--- config.mk ---
export PLATFORM = sky130hd
export DESIGN_NAME = tma_ctrl
export DESIGN_NICKNAME = d
export VERILOG_FILES = /design/src/design/tma_pkg.sv /design/src/design/tma_ctrl.sv
export SDC_FILE = /design/constraint.sdc
export NUM_CORES = 1
export LEC_CHECK = 0
export BUFFER_PORTS_ARGS = -buffer_cell sky130_fd_sc_hd__buf_2
export CELL_PAD_IN_SITES_DETAIL_PLACEMENT = 0
export CELL_PAD_IN_SITES_GLOBAL_PLACEMENT = 1
export CORE_MARGIN = 4
export CORE_UTILIZATION = 25
export DETAILED_ROUTE_END_ITERATION = 6
export PLACE_DENSITY = 0.58
export SLEW_MARGIN = 0
export SYNTH_ARGS = -nofsm -noshare
export SYNTH_HDL_FRONTEND = slang
export SYNTH_SLANG_ARGS = --single-unit
--- constraint.sdc ---
create_clock -name aclk -period 3 [get_ports aclk]
set_input_delay 0.15 -clock aclk [delete_from_list [all_inputs] [get_ports aclk]]
set_output_delay 0.15 -clock aclk [all_outputs]
set_load 0.05 [all_outputs]
--- src/design/tma_pkg.sv ---
// shared widths, constants and controller/datapath link types for the triangle area block
package tma_pkg;

    localparam int COORD_W       = 25;
    localparam int SIDE_W        = 26;
    localparam int AREA_W        = 34;
    localparam int SUM_W         = 48;
    localparam int PROD_W        = 109;
    localparam int HALF_W        = 28;
    localparam int FRAC_BITS_DEF = 16;

    typedef struct packed {
        logic       load;
        logic       sq_en;
        logic [1:0] idx;
        logic       side_start;
        logic       sort_en;
        logic       fact_en;
        logic       pmul_en;
        logic       wmul_en;
        logic       area_start;
        logic       fin_en;
    } tma_cmd_t;

    typedef struct packed {
        logic side_done;
        logic area_done;
    } tma_sts_t;

endpackage

--- src/design/tma_ctrl.sv ---
// controller state machine sequencing the area datapath and the result handshake
module tma_ctrl (
    input  logic              aclk,
    input  logic              aresetn,
    input  logic              s_valid,
    output logic              s_ready,
    output logic              m_valid,
    input  logic              m_ready,
    output tma_pkg::tma_cmd_t cmd,
    input  tma_pkg::tma_sts_t sts
);

    localparam logic [3:0] S_IDLE  = 4'd0;
    localparam logic [3:0] S_SQ    = 4'd1;
    localparam logic [3:0] S_SIDE0 = 4'd2;
    localparam logic [3:0] S_SIDE  = 4'd3;
    localparam logic [3:0] S_SORT  = 4'd4;
    localparam logic [3:0] S_FACT  = 4'd5;
    localparam logic [3:0] S_PMUL  = 4'd6;
    localparam logic [3:0] S_WMUL  = 4'd7;
    localparam logic [3:0] S_AREA0 = 4'd8;
    localparam logic [3:0] S_AREA  = 4'd9;
    localparam logic [3:0] S_FIN   = 4'd10;

    logic [3:0] state_reg, state_next;
    logic [1:0] idx_reg, idx_next;
    logic       mv_reg, mv_next;

    always_comb begin
        state_next = state_reg;
        idx_next   = idx_reg;
        mv_next    = mv_reg && !m_ready;
        cmd        = '0;
        cmd.idx    = idx_reg;
        unique case (state_reg)
            S_IDLE: begin
                if (s_valid) begin
                    cmd.load   = 1'b1;
                    idx_next   = 2'd0;
                    state_next = S_SQ;
                end
            end
            S_SQ: begin
                cmd.sq_en = 1'b1;
                idx_next  = idx_reg + 1'b1;
                if (idx_reg == 2'd2)
                    state_next = S_SIDE0;
            end
            S_SIDE0: begin
                cmd.side_start = 1'b1;
                state_next     = S_SIDE;
            end
            S_SIDE: begin
                if (sts.side_done)
                    state_next = S_SORT;
            end
            S_SORT: begin
                cmd.sort_en = 1'b1;
                state_next  = S_FACT;
            end
            S_FACT: begin
                cmd.fact_en = 1'b1;
                state_next  = S_PMUL;
            end
            S_PMUL: begin
                cmd.pmul_en = 1'b1;
                idx_next    = 2'd0;
                state_next  = S_WMUL;
            end
            S_WMUL: begin
                cmd.wmul_en = 1'b1;
                idx_next    = idx_reg + 1'b1;
                if (idx_reg == 2'd3)
                    state_next = S_AREA0;
            end
            S_AREA0: begin
                cmd.area_start = 1'b1;
                state_next     = S_AREA;
            end
            S_AREA: begin
                if (sts.area_done)
                    state_next = S_FIN;
            end
            S_FIN: begin
                if (!mv_reg || m_ready) begin
                    cmd.fin_en = 1'b1;
                    mv_next    = 1'b1;
                    state_next = S_IDLE;
                end
            end
            default: state_next = S_IDLE;
        endcase
    end

    always_ff @(posedge aclk) begin
        if (!aresetn) begin
            state_reg <= S_IDLE;
            idx_reg   <= 2'd0;
            mv_reg    <= 1'b0;
        end else begin
            state_reg <= state_next;
            idx_reg   <= idx_next;
            mv_reg    <= mv_next;
        end
    end

    assign s_ready = (state_reg == S_IDLE);
    assign m_valid = mv_reg;

endmodule

=== Word level (Yosys, flattened, before mapping) ===
Index checks and enable logic that the tools add are counted.
Widths: inputs -> output; s select.

* Register bits after elaboration: 7
* Bits in latches: 0
* Bits in writable memories: 0
* Memory bits (read-only): 0
* Input port bits: 6
* Output and inout port bits: 13
* Logic and storage cells: 53
* Memories: 0

* Add/subtract/negate cells: 1
* $mul: 0
* Div/mod/pow operators: 0
* Magnitude comparators: 0
* Equal/unequal tests: 18
* Shifts and indexed selects: 0
* Muxes and demuxes: 22
* Bitwise operators: 0
* Reductions and logical operators: 9

{| class="wikitable"
|+ Operators with widths
! kind !! number
|-
| $pmux 4 s11 || 1
|-
| $mux 4 || 6
|-
| $eq 4x3->1 const B || 4
|-
| $mux 1 || 13
|-
| $eq 4x4->1 const B || 3
|-
| $ne 2x2->1 const B || 6
|-
| $eq 4x2->1 const B || 2
|-
| $pmux 2 s3 || 1
|-
| $reduce_and 6->1 || 1
|-
| $eq 2x2->1 const B || 2
|-
| $eq 4x1->1 const B || 1
|-
| $logic_not 4->1 || 1
|-
| $reduce_bool 3->1 || 1
|-
| $add 2x1->2 const B || 1
|-
| $logic_not 1->1 || 2
|-
| $mux 2 || 1
|-
| $reduce_and 2->1 || 1
|-
| $reduce_or 2->1 || 1
|-
| $logic_and 1x1->1 || 1
|-
| $logic_or 1x1->1 || 1
|}

=== Longest topological paths before layout ===
* Depth after elaboration: 4
* Gate-level depth with buffers: 6
* Depth with buffers taken out: 6

=== Least setup slack after synthesis ===
OpenSTA, ideal clock, no wires.

* Path type: register to output
* Start point: register state_reg[3]
* End point: output cmd[1] (netlist name)
* Arrival: 2.147 ns
* Required time: 2.850 ns
* Path slack: 0.703 ns
* Cell stages (with the launch flop): 4
* Path buffers: 1
* Cell sequence: dfxtp_1 -> buf_4 -> inv_1 -> nor4_1

{| class="wikitable"
|+ RTL lines
! item !! RTL line !! text
|-
| start: declaration || tma_ctrl.sv:25 || <nowiki>logic [3:0] state_reg, state_next;</nowiki>
|-
| start signal: assignment || tma_ctrl.sv:101 || <nowiki>state_reg <= state_next;</nowiki>
|-
| end: declaration || tma_ctrl.sv:9 || <nowiki>output tma_pkg::tma_cmd_t cmd,</nowiki>
|}

==> flow_summary.toml <==
[drt]
drt_iter0_markers = 5
dr_wl_met2_um = 647
wl_met3_um = 101
wirelength_um = 1360
route.detailed.drc = 0
ant_nets = 0
wl_per_cell_um = 12.0
top_layer = "met4"
met1_length_um = 593
drtPass1Iterations = 2
via_per_inst = 4.73
vias = 534

[floorplanning]
dieHeight_um = 55.4
design.portCount = 19
die-area_um2 = 3070
initial_core_util = 0.275
core_um2 = 2040
rows = 16
fp.dieW_um = 55.4

[worst_setup_path]
timing.rr.end = "state_reg[1]"
required_ns = 2.85
rrSetupSlack_ns = 1.44
timing.rr.start = "state_reg[2]"
crit_fanout = 14
start_kind = "register"
endpoint = "cmd[1]"
critPathArrivalTime_ns = 1.69
startpoint = "state_reg[3]"
path_class = "register to primary output"
reg2reg_depth = 4
end_kind = "primary output"

[sta]
skew_ns = 0.00435
slew_viol_final = 0
relSlewSlack = 0.622
setup_viol = 0
period_share = 0.614
timing.setup.tns_ns = 0
fin_crit_ns = 1.84
hold_viol = 0
grt_setup_unrepaired = "no"
worst_pin_slew_ns = 0.567
max_clock_freq_ghz = 0.543

[synthesis]
ys_warn_count = 0
syn_area_um2 = 562
synth_cell_types = 33
syn_area_per_cell_um2 = 8.26
synth_top_area_frac = 0.249
yosysSeqAreaShare = 0.249
synth_cells = 68
synth.area.top_cells = "dfxtp_1, nand2b_1, ha_1, nor4bb_4, a21boi_1"
ys_ff_latch = 7
synth.largest_area_cell = "dfxtp_1"
synth_fp_nets = 76

[cells_and_area]
fillers = 240
final_cells = 113
finalInstanceArea_um2 = 678
final_nets = 95
largest_reg_flops = 4
area_growth_pct = 20.7
drive_gt1_frac = 0.337
antenna_cells = 0

[clock_network]
post_cts_buffers = 0
tritoncts = "yes"
clk_path_buf_depth = 2
cts_resized = 0
path_clk_slew_ns = 0.05
clk_latency_ns = 0.25
cts-buffers-inserted = 3
clockRootBuffer = "clkbuf_4"
cts_sinks = 7
htree_num_levels = 1
cts_hold_buf = 0

[run]
drv_cap = 0

[worst_hold_path]
hold_class = "input port to register"
min_from = "aresetn"

[grt]
grt_max_degree = 16
grt_overflow = 0
grt_pass1_wl_um = 2370
grt_antenna_before_repair = 0
grt_use_total = 0.0969
grt_pass1_vias = 511

[power_and_ir_drop]
power_leakage_nw = 0.283
p_per_area_nw_per_um2 = 519
finalPower_uw = 352
vdd_drop_max_uv = 247

[status]
status = "completed"

[placement]
io_buffers = 18
postPlaceCellArea_um2 = 652
gp_congestion = 0.724
dp_hpwl_um = 999
placed_cells = 109
synthesized netlist by cell type, drive strengths merged:
cell    number
nor3b        3
nand4b       1
or2          1
mux2i        1
or2b         1
buf          4
nor3         3
and3         1
a22o         1
inv          4
dfxtp        7
a21oi        3
ha           2
nand2        4
and2         1
o21ai        6
a221oi       1
nor4         2
nor2         6
o311ai       1
and2b        1
nand2b       5
nor4bb       1
a22oi        1
a21boi       3
nor2b        1
o21a         2
nand3        1
area by class of cell:
cell class,count,area (um2),share of cell area
Multi-Input combinational cell,53,373,0.550
Sequential cell,7,140,0.207
Timing Repair Buffer,18,90.1,0.133
Tap cell,27,33.8,0.0498
Clock buffer,4,26.3,0.0387
Inverter,4,15.0,0.0221
per-stage QoR:
stage               utilization  setup WS, ns  hold WS [ns]
floorplan                     -         0.703         0.268
global route              0.332         0.967         0.212
CTS                       0.332          1.14         0.192
detailed placement        0.319          1.41         0.464
finish                    0.332          1.16         0.198
global placement          0.319          1.42         0.480
per-layer routing:
metal  track usage  vias to the layer above
met4        0.0313                        0
met3        0.0559                        2
met2         0.150                       15
met1         0.111                      240
li1              -                      277
met5             0                        -
worst min-delay path by stage:
stage,slack (ns),cells after the start,to
floorplan,0.27,1,m_valid
global placement,0.48,2,m_valid
detailed placement,0.46,2,m_valid
CTS,0.19,2,m_valid
global route,0.21,2,m_valid
finish,0.20,2,m_valid
logic make-up (layout without fill, tap and decap cells):
logic type,count (synthesis),count (layout),synth area share
AND/OR/NAND/NOR,32,32,0.394
AO/OA/AOI/OAI,18,18,0.207
buffers and inverters,8,26,0.0868
flip-flops,7,7,0.249
adder cells (fa/ha/maj),2,2,0.0445
multiplexers,1,1,0.0178
cells in the final DEF (no fill, tap or decap), types with 2 or more instances in the layout:
cell type / count
ha_1: 2
clkbuf_4: 3
dfxtp_1: 7
nand2b_1: 5
nor3_1: 3
inv_1: 4
buf_2: 18
nor2_2: 2
nor3b_1: 2
nand2_1: 4
nor2_1: 4
o21a_1: 2
o21ai_1: 2
a21boi_1: 3
a21oi_1: 3
o21ai_0: 4
where the power goes:
| group | switching, mW | internal (mW) |
|---|---|---|
| clock | 0.0338 | 0.0507 |
| sequential | 0.0250 | 0.102 |
| combinational | 0.0906 | 0.0496 |
worst max-delay path, cell delays in order (launching register included):
cell	delay, ns
dfxtp_1	0.66
inv_1	0.15
nor4_1	0.31
buf_2	0.32
Note: power is estimated with default switching activity, not from simulation.
